## src/ufifo_pkg.sv

```systemverilog
// Shared types and constants for the unique FIFO task list.
// Operation and status codes, word layouts, controller/datapath interface structs.
// No dependencies.
`default_nettype none

package ufifo_pkg;

    localparam int UFIFO_DEPTH = 16;

    localparam int KIND_W   = 3;
    localparam int HANDLE_W = 16;
    localparam int KEY_W    = 16;
    localparam int STATUS_W = 2;
    localparam int COUNT_W  = 5;

    // s_axis_tdata: handle, key. m_axis_tdata: handle_out, entry_count, list_empty, pad.
    localparam int S_DATA_W = 32;
    localparam int M_DATA_W = 24;
    localparam int M_PAD_W  = M_DATA_W - HANDLE_W - COUNT_W - 1;

    typedef enum logic [KIND_W-1:0] {
        KIND_PUT    = 3'd0,
        KIND_POP    = 3'd1,
        KIND_REMOVE = 3'd2,
        KIND_FIND   = 3'd3,
        KIND_READ   = 3'd4
    } kind_t;

    typedef enum logic [STATUS_W-1:0] {
        ST_OK   = 2'd0,
        ST_MISS = 2'd1,
        ST_DUP  = 2'd2,
        ST_FULL = 2'd3
    } status_t;

    typedef enum logic [1:0] {
        POS_HOLD = 2'd0,
        POS_ZERO = 2'd1,
        POS_KEY  = 2'd2,
        POS_INC  = 2'd3
    } pos_op_t;

    // controller -> datapath
    typedef struct packed {
        logic    load;       // latch incoming word, clear result
        pos_op_t pos_op;     // scan pointer update
        logic    wr_shift;   // move entry at pointer down by one
        logic    wr_append;  // write new entry at the tail
        logic    res_cap;    // capture handle read at pointer
        logic    st_set;     // override status
        status_t st_code;
        logic    fill_inc;
        logic    fill_dec;
        logic    out_load;   // move result into output register
    } ufifo_cmd_t;

    // datapath -> controller
    typedef struct packed {
        kind_t kind;
        logic  at_end;    // pointer past the last occupied entry
        logic  match;     // entry at pointer matches handle or id
        logic  empty;
        logic  full;
        logic  key_ok;    // read-at position inside the list
        logic  out_free;  // output register can take a word
    } ufifo_stat_t;

endpackage

`default_nettype wire

```

## src/ufifo_dp.sv

```systemverilog
// Datapath of the unique FIFO task list: entry memories, fill count, scan pointer,
// result and output registers. Driven by ufifo_ctrl; uses ufifo_pkg.
`default_nettype none

module ufifo_dp #(
    parameter int DEPTH = ufifo_pkg::UFIFO_DEPTH
) (
    input  logic                          aclk,
    input  logic                          aresetn,
    input  ufifo_pkg::ufifo_cmd_t         cmd,
    output ufifo_pkg::ufifo_stat_t        stat,
    input  logic [ufifo_pkg::S_DATA_W-1:0] s_axis_tdata,
    input  logic [ufifo_pkg::KIND_W-1:0]   s_axis_tuser,
    output logic                          m_axis_tvalid,
    input  logic                          m_axis_tready,
    output logic [ufifo_pkg::M_DATA_W-1:0] m_axis_tdata,
    output logic [ufifo_pkg::STATUS_W-1:0] m_axis_tuser
);
    import ufifo_pkg::*;

    localparam int AW = $clog2(DEPTH);
    localparam int CW = $clog2(DEPTH + 1);

    logic [HANDLE_W-1:0] hmem [DEPTH];
    logic [KEY_W-1:0]    imem [DEPTH];

    logic [HANDLE_W-1:0] hrd_reg;
    logic [KEY_W-1:0]    ird_reg;

    kind_t               kind_reg;
    logic [HANDLE_W-1:0] handle_reg;
    logic [KEY_W-1:0]    key_reg;
    status_t             st_reg;
    logic [HANDLE_W-1:0] res_reg;

    logic [CW-1:0] fill_reg, fill_next;
    logic [CW-1:0] pos_reg, pos_next;
    logic          m_valid_reg;
    logic [M_DATA_W-1:0] m_data_reg;
    status_t       m_user_reg;

    logic [AW-1:0] rd_addr;
    logic [AW-1:0] wr_addr;
    logic [CW-1:0] pos_prev;
    logic          wr_en;
    logic [HANDLE_W-1:0] wr_handle;
    logic [KEY_W-1:0]    wr_key;

    // pointer; read address follows it so read data always belongs to pos_reg
    always_comb begin
        case (cmd.pos_op)
            POS_HOLD: pos_next = pos_reg;
            POS_ZERO: pos_next = '0;
            POS_KEY:  pos_next = CW'(s_axis_tdata[HANDLE_W +: KEY_W]);
            POS_INC:  pos_next = pos_reg + CW'(1);
            default:  pos_next = pos_reg;
        endcase
    end

    always_comb begin
        fill_next = fill_reg;
        if (cmd.fill_inc) begin
            fill_next = fill_reg + CW'(1);
        end else if (cmd.fill_dec) begin
            fill_next = fill_reg - CW'(1);
        end
    end

    assign rd_addr  = pos_next[AW-1:0];
    assign pos_prev = pos_reg - CW'(1);

    always_comb begin
        wr_en     = cmd.wr_shift | cmd.wr_append;
        wr_addr   = cmd.wr_shift ? pos_prev[AW-1:0] : fill_reg[AW-1:0];
        wr_handle = cmd.wr_shift ? hrd_reg : handle_reg;
        wr_key    = cmd.wr_shift ? ird_reg : key_reg;
    end

    always_ff @(posedge aclk) begin
        if (wr_en) begin
            hmem[wr_addr] <= wr_handle;
            imem[wr_addr] <= wr_key;
        end
        hrd_reg <= hmem[rd_addr];
        ird_reg <= imem[rd_addr];
    end

    // control state
    always_ff @(posedge aclk) begin
        if (!aresetn) begin
            fill_reg    <= '0;
            pos_reg     <= '0;
            m_valid_reg <= 1'b0;
        end else begin
            fill_reg <= fill_next;
            pos_reg  <= pos_next;
            if (cmd.out_load) begin
                m_valid_reg <= 1'b1;
            end else if (m_axis_tready) begin
                m_valid_reg <= 1'b0;
            end
        end
    end

    // payload
    always_ff @(posedge aclk) begin
        if (cmd.load) begin
            kind_reg   <= kind_t'(s_axis_tuser);
            handle_reg <= s_axis_tdata[0 +: HANDLE_W];
            key_reg    <= s_axis_tdata[HANDLE_W +: KEY_W];
            st_reg     <= ST_OK;
            res_reg    <= '0;
        end else begin
            if (cmd.st_set) begin
                st_reg <= cmd.st_code;
            end
            if (cmd.res_cap) begin
                res_reg <= hrd_reg;
            end
        end
        if (cmd.out_load) begin
            m_data_reg <= {{M_PAD_W{1'b0}}, (fill_reg == '0), COUNT_W'(fill_reg), res_reg};
            m_user_reg <= st_reg;
        end
    end

    always_comb begin
        stat.kind     = kind_reg;
        stat.at_end   = (pos_reg >= fill_reg);
        stat.match    = (kind_reg == KIND_FIND) ? (ird_reg == key_reg)
                                                : (hrd_reg == handle_reg);
        stat.empty    = (fill_reg == '0);
        stat.full     = (fill_reg == CW'(DEPTH));
        stat.key_ok   = (key_reg < KEY_W'(fill_reg));
        stat.out_free = !m_valid_reg || m_axis_tready;
    end

    assign m_axis_tvalid = m_valid_reg;
    assign m_axis_tdata  = m_data_reg;
    assign m_axis_tuser  = m_user_reg;

`ifndef SYNTHESIS
    a_fill_bound: assert property (@(posedge aclk) disable iff (!aresetn)
        fill_reg <= CW'(DEPTH))
        else $error("fill count above depth");
    a_no_inc_full: assert property (@(posedge aclk) disable iff (!aresetn)
        cmd.fill_inc |-> !stat.full)
        else $error("append into full list");
    a_no_dec_empty: assert property (@(posedge aclk) disable iff (!aresetn)
        cmd.fill_dec |-> !stat.empty)
        else $error("removal from empty list");
    a_shift_range: assert property (@(posedge aclk) disable iff (!aresetn)
        cmd.wr_shift |-> (pos_reg != '0 && !stat.at_end))
        else $error("gap close outside occupied entries");
    a_out_no_overwrite: assert property (@(posedge aclk) disable iff (!aresetn)
        cmd.out_load |-> !(m_valid_reg && !m_axis_tready))
        else $error("pending result word overwritten");
`endif

endmodule

`default_nettype wire

```

## src/ufifo_ctrl.sv

```systemverilog
// Controller of the unique FIFO task list: sequences scan, gap close and result.
// Issues ufifo_cmd_t, reads ufifo_stat_t; uses ufifo_pkg.
`default_nettype none

module ufifo_ctrl (
    input  logic                         aclk,
    input  logic                         aresetn,
    input  logic                         s_axis_tvalid,
    output logic                         s_axis_tready,
    input  logic [ufifo_pkg::KIND_W-1:0] s_axis_tuser,
    input  ufifo_pkg::ufifo_stat_t       stat,
    output ufifo_pkg::ufifo_cmd_t        cmd
);
    import ufifo_pkg::*;

    typedef enum logic [2:0] {
        S_IDLE,
        S_POP_CHK,
        S_READ_CHK,
        S_SCAN,
        S_SHIFT,
        S_FINISH
    } state_t;

    state_t state_reg, state_next;
    kind_t  kind_in;

    assign kind_in       = kind_t'(s_axis_tuser);
    assign s_axis_tready = (state_reg == S_IDLE);

    always_comb begin
        cmd        = '0;
        cmd.pos_op = POS_HOLD;
        state_next = state_reg;
        case (state_reg)
            S_IDLE: begin
                if (s_axis_tvalid) begin
                    cmd.load   = 1'b1;
                    cmd.pos_op = (kind_in == KIND_READ) ? POS_KEY : POS_ZERO;
                    case (kind_in)
                        KIND_PUT, KIND_REMOVE, KIND_FIND: state_next = S_SCAN;
                        KIND_POP:                          state_next = S_POP_CHK;
                        KIND_READ:                         state_next = S_READ_CHK;
                        default:                           state_next = S_FINISH;
                    endcase
                end
            end
            S_POP_CHK: begin
                if (stat.empty) begin
                    cmd.st_set  = 1'b1;
                    cmd.st_code = ST_MISS;
                    state_next  = S_FINISH;
                end else begin
                    cmd.res_cap = 1'b1;
                    cmd.pos_op  = POS_INC;
                    state_next  = S_SHIFT;
                end
            end
            S_READ_CHK: begin
                if (stat.key_ok) begin
                    cmd.res_cap = 1'b1;
                end else begin
                    cmd.st_set  = 1'b1;
                    cmd.st_code = ST_MISS;
                end
                state_next = S_FINISH;
            end
            S_SCAN: begin
                if (stat.at_end) begin
                    // not found
                    state_next = S_FINISH;
                    if (stat.kind == KIND_PUT) begin
                        if (stat.full) begin
                            cmd.st_set  = 1'b1;
                            cmd.st_code = ST_FULL;
                        end else begin
                            cmd.wr_append = 1'b1;
                            cmd.fill_inc  = 1'b1;
                        end
                    end else begin
                        cmd.st_set  = 1'b1;
                        cmd.st_code = ST_MISS;
                    end
                end else if (stat.match) begin
                    case (stat.kind)
                        KIND_PUT: begin
                            cmd.st_set  = 1'b1;
                            cmd.st_code = ST_DUP;
                            state_next  = S_FINISH;
                        end
                        KIND_REMOVE: begin
                            cmd.pos_op = POS_INC;
                            state_next = S_SHIFT;
                        end
                        KIND_FIND: begin
                            cmd.res_cap = 1'b1;
                            state_next  = S_FINISH;
                        end
                        default: state_next = S_FINISH;
                    endcase
                end else begin
                    cmd.pos_op = POS_INC;
                end
            end
            S_SHIFT: begin
                if (stat.at_end) begin
                    cmd.fill_dec = 1'b1;
                    state_next   = S_FINISH;
                end else begin
                    cmd.wr_shift = 1'b1;
                    cmd.pos_op   = POS_INC;
                end
            end
            S_FINISH: begin
                if (stat.out_free) begin
                    cmd.out_load = 1'b1;
                    state_next   = S_IDLE;
                end
            end
            default: state_next = S_IDLE;
        endcase
    end

    always_ff @(posedge aclk) begin
        if (!aresetn) begin
            state_reg <= S_IDLE;
        end else begin
            state_reg <= state_next;
        end
    end

endmodule

`default_nettype wire

```

## src/unique_fifo_task_list.sv

```systemverilog
// Top level of the unique FIFO task list: stream ports, controller and datapath.
// Instantiates ufifo_ctrl and ufifo_dp; uses ufifo_pkg.
`default_nettype none

// An ordered list of up to DEPTH task handles, each stored with a 16-bit task id,
// kept in arrival order. Each input word carries one operation (put, pop oldest,
// remove handle, find by id, read at position) and yields exactly one result word
// with a status, a handle, the entry count and an empty flag. Put refuses a handle
// already present (ids are not compared) and drops the item when full. Removal
// closes the gap so the order is kept. Find returns the oldest id match.
// One operation is in flight at a time. Entries sit in a memory with one read and
// one write port, read one entry per clock. Read-at checks the position and reads
// it; unknown kinds go straight to the result. Put and find scan the entries in
// order; pop shifts every later entry down; remove scans to the match, then shifts
// the rest down. An item waits to finish while the previous result still holds the
// output register against a low m_axis_tready. The output register lets the next
// word be accepted while the last result still waits on m_axis_tready. The memories
// need no clearing after reset; entries beyond the count are never read.

module unique_fifo_task_list #(
    parameter int DEPTH = ufifo_pkg::UFIFO_DEPTH
) (
    input  logic                           aclk,
    input  logic                           aresetn,
    input  logic                           s_axis_tvalid,
    output logic                           s_axis_tready,
    input  logic [ufifo_pkg::S_DATA_W-1:0] s_axis_tdata,  // [15:0] handle, [31:16] key
    input  logic [ufifo_pkg::KIND_W-1:0]   s_axis_tuser,  // [2:0] kind
    output logic                           m_axis_tvalid,
    input  logic                           m_axis_tready,
    // [15:0] handle_out, [20:16] entry_count, [21] list_empty, [23:22] zero
    output logic [ufifo_pkg::M_DATA_W-1:0] m_axis_tdata,
    output logic [ufifo_pkg::STATUS_W-1:0] m_axis_tuser   // [1:0] status
);
    import ufifo_pkg::*;

    ufifo_cmd_t  cmd;
    ufifo_stat_t stat;

    ufifo_ctrl u_ctrl (
        .aclk          (aclk),
        .aresetn       (aresetn),
        .s_axis_tvalid (s_axis_tvalid),
        .s_axis_tready (s_axis_tready),
        .s_axis_tuser  (s_axis_tuser),
        .stat          (stat),
        .cmd           (cmd)
    );

    ufifo_dp #(
        .DEPTH (DEPTH)
    ) u_dp (
        .aclk          (aclk),
        .aresetn       (aresetn),
        .cmd           (cmd),
        .stat          (stat),
        .s_axis_tdata  (s_axis_tdata),
        .s_axis_tuser  (s_axis_tuser),
        .m_axis_tvalid (m_axis_tvalid),
        .m_axis_tready (m_axis_tready),
        .m_axis_tdata  (m_axis_tdata),
        .m_axis_tuser  (m_axis_tuser)
    );

endmodule

`default_nettype wire

```

## config.mk

```make
export PLATFORM = sky130hd
export DESIGN_NAME = unique_fifo_task_list
export DESIGN_NICKNAME = d
export VERILOG_FILES = /design/src/ufifo_pkg.sv /design/src/ufifo_dp.sv /design/src/ufifo_ctrl.sv /design/src/unique_fifo_task_list.sv
export SDC_FILE = /design/constraint.sdc
export NUM_CORES = 1
export LEC_CHECK = 0
export BUFFER_PORTS_ARGS = -buffer_cell sky130_fd_sc_hd__clkbuf_2
export CAP_MARGIN = 20
export CORE_MARGIN = 8
export CORE_UTILIZATION = 40
export CTS_CLUSTER_SIZE = 28
export DETAILED_ROUTE_END_ITERATION = 7
export PLACE_DENSITY_LB_ADDON = 0.12
export SYNTH_ARGS = -nofsm -noshare
export SYNTH_HDL_FRONTEND = slang
export SYNTH_SLANG_ARGS = --single-unit
```

## constraint.sdc

```tcl
create_clock -name aclk -period 9.99 [get_ports aclk]
set_input_delay 0.999 -clock aclk [delete_from_list [all_inputs] [get_ports aclk]]
set_output_delay 0.999 -clock aclk [all_outputs]
set_load 0.005 [all_outputs]
```

Word level (Yosys, flattened, before mapping)
Memories as Yosys holds them, arrays and structs flattened. A register that Yosys moved wholly into a read port is not among the register bits.
Index checks and enable logic that the tools add are counted.
- memories: 2
- logic and storage cells: 103
- register bits after elaboration: 91
- RAM bits: 512
- output and inout port bits: 28
- input bits: 39
- memories (memory ; words ; width ; read ports ; clocked after Yosys merged registers in ; write ports ; line ; RTL):
    u_dp.hmem ; 16 ; 16 ; 1 ; 1 ; 1 ; ufifo_dp.sv:24 ; logic [HANDLE_W-1:0] hmem [DEPTH];
    u_dp.imem ; 16 ; 16 ; 1 ; 1 ; 1 ; ufifo_dp.sv:25 ; logic [KEY_W-1:0] imem [DEPTH];
- eq/ne operators: 21
- order comparisons: 2
- mux-type cells: 50
- reduce and logical (&&, ||, !) cells: 11
- add/subtract/negate cells: 4
- bitwise operators: 1
- operators with widths (cell ; count):
    $mux W3 ; 13
    $eq A16 B16 Y1 ; 2
    $mux W16 ; 2
    $mux W1 ; 21
    $pmux W5 S4 ; 1
    $eq A3 B2 Y1 const B ; 6
    $pmux W3 S6 ; 1
    $lt A16 B5 Y1 ; 1
    $pmux W4 S3 ; 1
    $add A5 B1 Y5 const B ; 2
    $mux W2 ; 5
    $mux W5 ; 2
    $eq A3 B3 Y1 const B ; 3
    $logic_not A3 Y1 ; 3
    $pmux W3 S3 ; 1
    $mux W4 ; 2
    $pmux W2 S4 ; 1
    $eq A3 B1 Y1 const B ; 2
    $ne A2 B2 Y1 const B ; 3
    $eq A5 B5 Y1 const B ; 1
    $ge A5 B5 Y1 ; 1
    $logic_not A5 Y1 ; 1
    $sub A5 B1 Y5 const B ; 1
    $eq A2 B2 Y1 const B ; 2
    other kinds (10) ; 11

Depth between registers and ports, before layout
- depth after elaboration: 8
- mapped depth: 16

Modules after synthesis
Synthesis repeated with hierarchy kept, for this count alone.
- cells, all modules: 2612
- area, all modules: 30695.7 um2
- by module, submodules not included (module ; area an instance (um2) ; instances ; cells each ; sequential area each (um2)):
    ufifo_dp ; 30211.5 ; 1 ; 2543 ; 18367.6
    ufifo_ctrl ; 484.2 ; 1 ; 69 ; 60.1

Worst setup path before layout
No wires, ideal clock.
- path type: reg2reg
- from: register u_dp.pos_reg[0]
- to: memory u_dp.hmem[10][0], enable pin
- slack: 6160 ps
- clock period less this slack: 3830 ps
- data required time: 9569 ps
- buffers on the path: 0
- cell stages (with the launch flop): 11
- arrival: 3409 ps
- setup time: 421 ps
- path through: dfxtp_1 inv_1 ha_1 nand2b_1 a31oi_1 o21ai_2 nand3_1 a21oi_1 inv_1 o32a_1 nor2_1
- longest elaborated chain between the ends: 6
- elaborated cells on any way between the ends: 10
- those cells by class: 1 x add/sub; 1 x order compare; 7 x mux; 1 x bitwise
- ends and longest elaborated chain (what ; line ; RTL):
    from (decl) ; ufifo_dp.sv:37 ; logic [CW-1:0] pos_reg, pos_next;
    from (signal assigned) ; ufifo_dp.sv:96 ; pos_reg <= pos_next;
    $ge A5 B5 Y1 ; ufifo_dp.sv:129 ; stat.at_end = (pos_reg >= fill_reg);
    $mux W3 / $mux W1 (equally long branches) ; ufifo_ctrl.sv:106, ufifo_ctrl.sv:69 ;
    $mux W1 ; ufifo_ctrl.sv:35 ; case (state_reg)
    $or A1 B1 Y1 ; ufifo_dp.sv:73 ; wr_en = cmd.wr_shift | cmd.wr_append;
    $mux W1 ; ufifo_dp.sv:80 ; if (wr_en) begin
    $mux W1 (not written as such) ; ufifo_dp.sv:81 ; hmem[wr_addr] <= wr_handle;
    to (decl) ; ufifo_dp.sv:24 ;
Several ways; a longest one is shown, not always the timed one.

Final worst setup path
- from: register u_dp.fill_reg[0]
- to: register u_dp.ird_reg[6], read port of u_dp.imem
- longest elaborated chain between the ends: 5
- elaborated cells on any way between the ends: 11
- those cells by class: 1 x order compare; 3 x eq/ne; 5 x mux; 2 x reduce/logical
- ends and longest elaborated chain (what ; line ; RTL):
    from (decl) ; ufifo_dp.sv:36 ; logic [CW-1:0] fill_reg, fill_next;
    from (signal assigned) ; ufifo_dp.sv:95 ; fill_reg <= fill_next;
    $ge A5 B5 Y1 / $logic_not A5 Y1 (equally long branches) ; ufifo_dp.sv:129, ufifo_dp.sv:132 ;
    $mux W3, or another cell as far along ; ufifo_ctrl.sv:106 ; if (stat.at_end) begin
    $pmux W2 S4 (*) ; ufifo_ctrl.sv:35 ;
    $eq A2 B2 Y1, or another cell as far along ; ufifo_dp.sv:51 ; case (cmd.pos_op)
    $pmux W5 S4 (*) ; ufifo_dp.sv:51 ;
    to (decl) ; ufifo_dp.sv:28 ; logic [KEY_W-1:0] ird_reg;
Every way passes the cells marked *; elsewhere a longest branch is shown, timed or not.
A chain may end at the register's enable or synchronous reset.

==> summary.md <==
| Metric | Value |
|---|---|
| Outcome | complete, no violations |
| Data arrival time of the critical path | 6.80 ns |
| Total grt overflow | 0 |
| Buffering stage count on the worst path with inverters included | 4 |
| Clock Pin Slew Worst Setup and Hold Paths | roughly 0.060 ns |
| Post-synthesis instance area | roughly 25000 µm² |
| Worst reg2reg path depth | 15 |
| Count of max-cap constraint violations | 0 |
| Required time reported for the critical path endpoint | around 11 ns |
| Port-buffer cells | between 60 and 70 |
| Terminating pin of the worst hold path | u_dp.m_axis_tdata[2] |
| Fraction of layout cells with a size suffix above 1 | about 13% |
| Worst Hold Depth | 0 |
| CTS buffer count | between 60 and 70 |
| Overall die width | around 270 µm |
| Post-CTS Repair Setup Buffers | 0 |
| Post-Route Skew | around 0.021 ns |
| Iteration count of the initial detailed-routing pass | 5 |
| Hold Crit Start | u_dp.res_reg[2] |
| Crit-path cells | ha_1 > nand2b_1 > a31oi_1 > o21ai_2 > nand2b_2 > buf_4 > o41ai_2 > o41a_2 > buf_4 > buf_4 > and2_4 > buf_4 > nand2_1 > a311oi_1 > or4_1 |
| Pwr Density | around 340 nW/µm² |
| Y dimension of the die | between 200 and 300 µm |
| Clock Tree Buf Depth | 3 |
| Max H-tree Level | 3 |
| Area after DPL | between 20000 and 30000 µm² |
| Combined global-route utilization of all metal layers | about a fifth |
| Total die area | just over 70000 µm² |
| Vias in the first global route | 15076 |
| CP top delay family | buffers and inverters |
| Achievable frequency | around 160 MHz |
| Ratio of final minimum period to clock period | ~63% |
| Pin count of the biggest net entering global routing | approximately 210 |
| Area growth from synthesis to final layout | 13.8% |
| Time the worst path needs with I/O delays and setup | between 6 and 7 ns |
| Number of primary I/O pins | 67 |
| Number of rows in the core area | 92 |
| Worst setup EP type | register |
| Post-synthesis register bit count | 635 |
| Number of different library cells in the post-synthesis netlist | between 50 and 60 |
| Setup CP Type | register to register |
| Area inside the core boundary | around 63000 µm² |
| Total half-perimeter wirelength after legalization and detailed placement | ~33000 µm |
| Final RePlAce weighted congestion | approximately 0.77 |
| Synthesized instance count | 1813 |
| Count of hold-fix buffers inserted at cts | 0 |
| Source-to-sink clock delay at the later pin of the worst-skew pair | 0.59 ns |
| Nature of the critical path startpoint | register |
| Average detailed-routed wire length per instance | 25.5 µm |
| DRC violation total after the first TritonRoute iteration | between 1000 and 1500 |
| DR vias/cell | ~5.6 |
| Non-Filler Cell Area, Final | approximately 29000 µm² |
| Number of flops mapped to enable cells by yosys | about 570 |
| Setup slack of the most critical reg-to-reg path | roughly 3.7 ns |
| Setup repair after global routing missed its margin | false |
| Highest fanout seen on the critical path | 75 |
| Reg-to-Reg End | u_dp.ird_reg[6] |
| Effective utilization at floorplan | roughly two fifths |
| Register area share after synthesis | between 70 and 80% |
| Endpoints failing hold | 0 |
| Number of antenna violations at the first check in global routing | 2 |
| Total power after layout | approximately 10 mW |
| Clock tree from TritonCTS | built |
| DRC viols | 0 |
| Synth warnings | 0 |
| Worst Max-Slew Pin Slew | approximately 1.2 ns |
| Most frequent cell on the critical path | sky130_fd_sc_hd__buf_4 |
| Commonest non-fill, non-tap cells in the layout | 571 x sky130_fd_sc_hd__edfxtp_1, 370 x sky130_fd_sc_hd__nand2_1, 129 x sky130_fd_sc_hd__a311oi_1, 128 x sky130_fd_sc_hd__and3_1, 98 x sky130_fd_sc_hd__a211oi_1 |
| Lkg Pwr | 9.84 nW |
| Final setup violation count | 0 |
| Startpoint of the lowest-slack register-to-register path | u_dp.fill_reg[0] |
| Post-cts gate resize count | 0 |
| Drt total wl | roughly 70000 µm |
| Final-report max-slew violation count | 0 |
| Net total in the final layout | 1902 |
| Routed Antenna Nets | 0 |
| Wire length of the first global-routing pass | about 100000 µm |
| Dominant register cell in the synthesized netlist | sky130_fd_sc_hd__edfxtp_1 |
| Most common cell after layout, fill and taps aside | sky130_fd_sc_hd__edfxtp_1 |
| Sum of negative setup slack | 0 ns |
| Via count | 15433 |
| Max-slew headroom | ~20% |
| Classification of the worst-slack hold path | register to register |
| Slowest cell delay on critical path | about 0.8 ns |
| Number of sinks on the clock net | 635 |
| Share of flip-flops with an asynchronous set or reset | 0% |
| Synth Area per Inst | around 14 µm² |
| Library cell used as clock root buffer | sky130_fd_sc_hd__clkbuf_16 |
| Peak supply drop | around 0.31 mV |
| Slowest stage cell on the critical path | sky130_fd_sc_hd__buf_4 |
| # diodes | 0 |
final cells by class:
type | instances | area (µm²)
clock buffer | 97 | 1940
timing repair buffer | 95 | 578
inverter | 13 | 48.8
fill | 5537 | 34000
sequential | 635 | 18400
tap | 846 | 1060
multi-input combinational | 1034 | 6540
clock inverter | 27 | 335
how the worst max path moves through the flow:
stage	slack, ns	cells past startpoint	from	to
after floorplan	6.16	10	u_dp.pos_reg[0]	u_dp.hmem[10][0]
final	3.72	15	u_dp.fill_reg[0]	u_dp.ird_reg[6]
after global routing	3.27	15	u_dp.fill_reg[0]	u_dp.hrd_reg[11]
after global placement	3.88	15	u_dp.fill_reg[0]	u_dp.ird_reg[9]
after detailed placement	3.75	15	u_dp.fill_reg[0]	u_dp.ird_reg[6]
after CTS	3.73	15	u_dp.fill_reg[0]	u_dp.ird_reg[6]
through the flow:
stage          instances  hold slack (ns)  utilization [%]  setup WS (ns)
2_1_floorplan       1814            0.403                -           6.16
3_3_place_gp        2623            0.417             42.3           3.88
3_5_place_dp        2623            0.419             42.3           3.75
4_1_cts             2747            0.433             45.9           3.73
5_1_grt             2747            0.447             45.9           3.27
6_report            2747            0.430             45.9           3.72
worst reg2reg max path, cell delays in order, from the launching register on:
cell                       delay (ns)
sky130_fd_sc_hd__dfxtp_1         0.64
sky130_fd_sc_hd__ha_1            0.33
sky130_fd_sc_hd__nand2b_1        0.14
sky130_fd_sc_hd__a31oi_1         0.20
sky130_fd_sc_hd__o21ai_2         0.15
sky130_fd_sc_hd__nand2b_2        0.20
sky130_fd_sc_hd__buf_4           0.35
sky130_fd_sc_hd__o41ai_2         0.27
sky130_fd_sc_hd__o41a_2          0.27
sky130_fd_sc_hd__buf_4           0.67
sky130_fd_sc_hd__buf_4           0.72
sky130_fd_sc_hd__and2_4          0.76
sky130_fd_sc_hd__buf_4           0.82
sky130_fd_sc_hd__nand2_1         0.18
sky130_fd_sc_hd__a311oi_1        0.35
sky130_fd_sc_hd__or4_1           0.16
logic make-up after synthesis:
logic type	count (synthesis)	synth area share, %
other cells	1	0.0148
mux	17	0.669
buf+inv	145	2.49
compound gates	315	10.4
fa+ha+maj	15	0.768
simple gates	645	11.8
xor+xnor	40	1.38
flops	635	72.5
per-layer routing:
layer	GRT usage (%)	share of wire [%]
met1	27.3	46
met2	30.9	47
met3	2.75	5.7
met4	5.05	1.9
met5	0	0
where the power goes:
group | switching, mW | internal [mW]
Combinational | 2.43 | 1.11
Clock | 1.01 | 1.56
Sequential | 0.204 | 3.47
Total | 3.65 | 6.14
synthesized netlist by cell type (all sizes together) (2+ instances only):
master	n	share of area (%)
and2	4	0.098
nor3	12	0.24
nor4	8	0.22
nand4	4	0.098
or4	32	0.95
o21ai	12	0.25
xnor2	22	0.76
or2	3	0.074
nand3	11	0.22
ha	14	0.69
and3	128	3.2
o22ai	2	0.049
dfxtp	64	5.0
nor2b	6	0.15
a21o	5	0.15
buf	33	0.83
nand2	373	5.5
nor2	52	0.77
xor2	18	0.62
a21oi	16	0.32
edfxtp	571	67
nand2b	8	0.20
clkbuf	99	1.5
mux2i	17	0.67
a311oi	129	4.4
a211oi	130	4.5
a31oi	7	0.17
inv	12	0.18
a2bb2oi	3	0.10
Power figures use the tool's default switching activity.
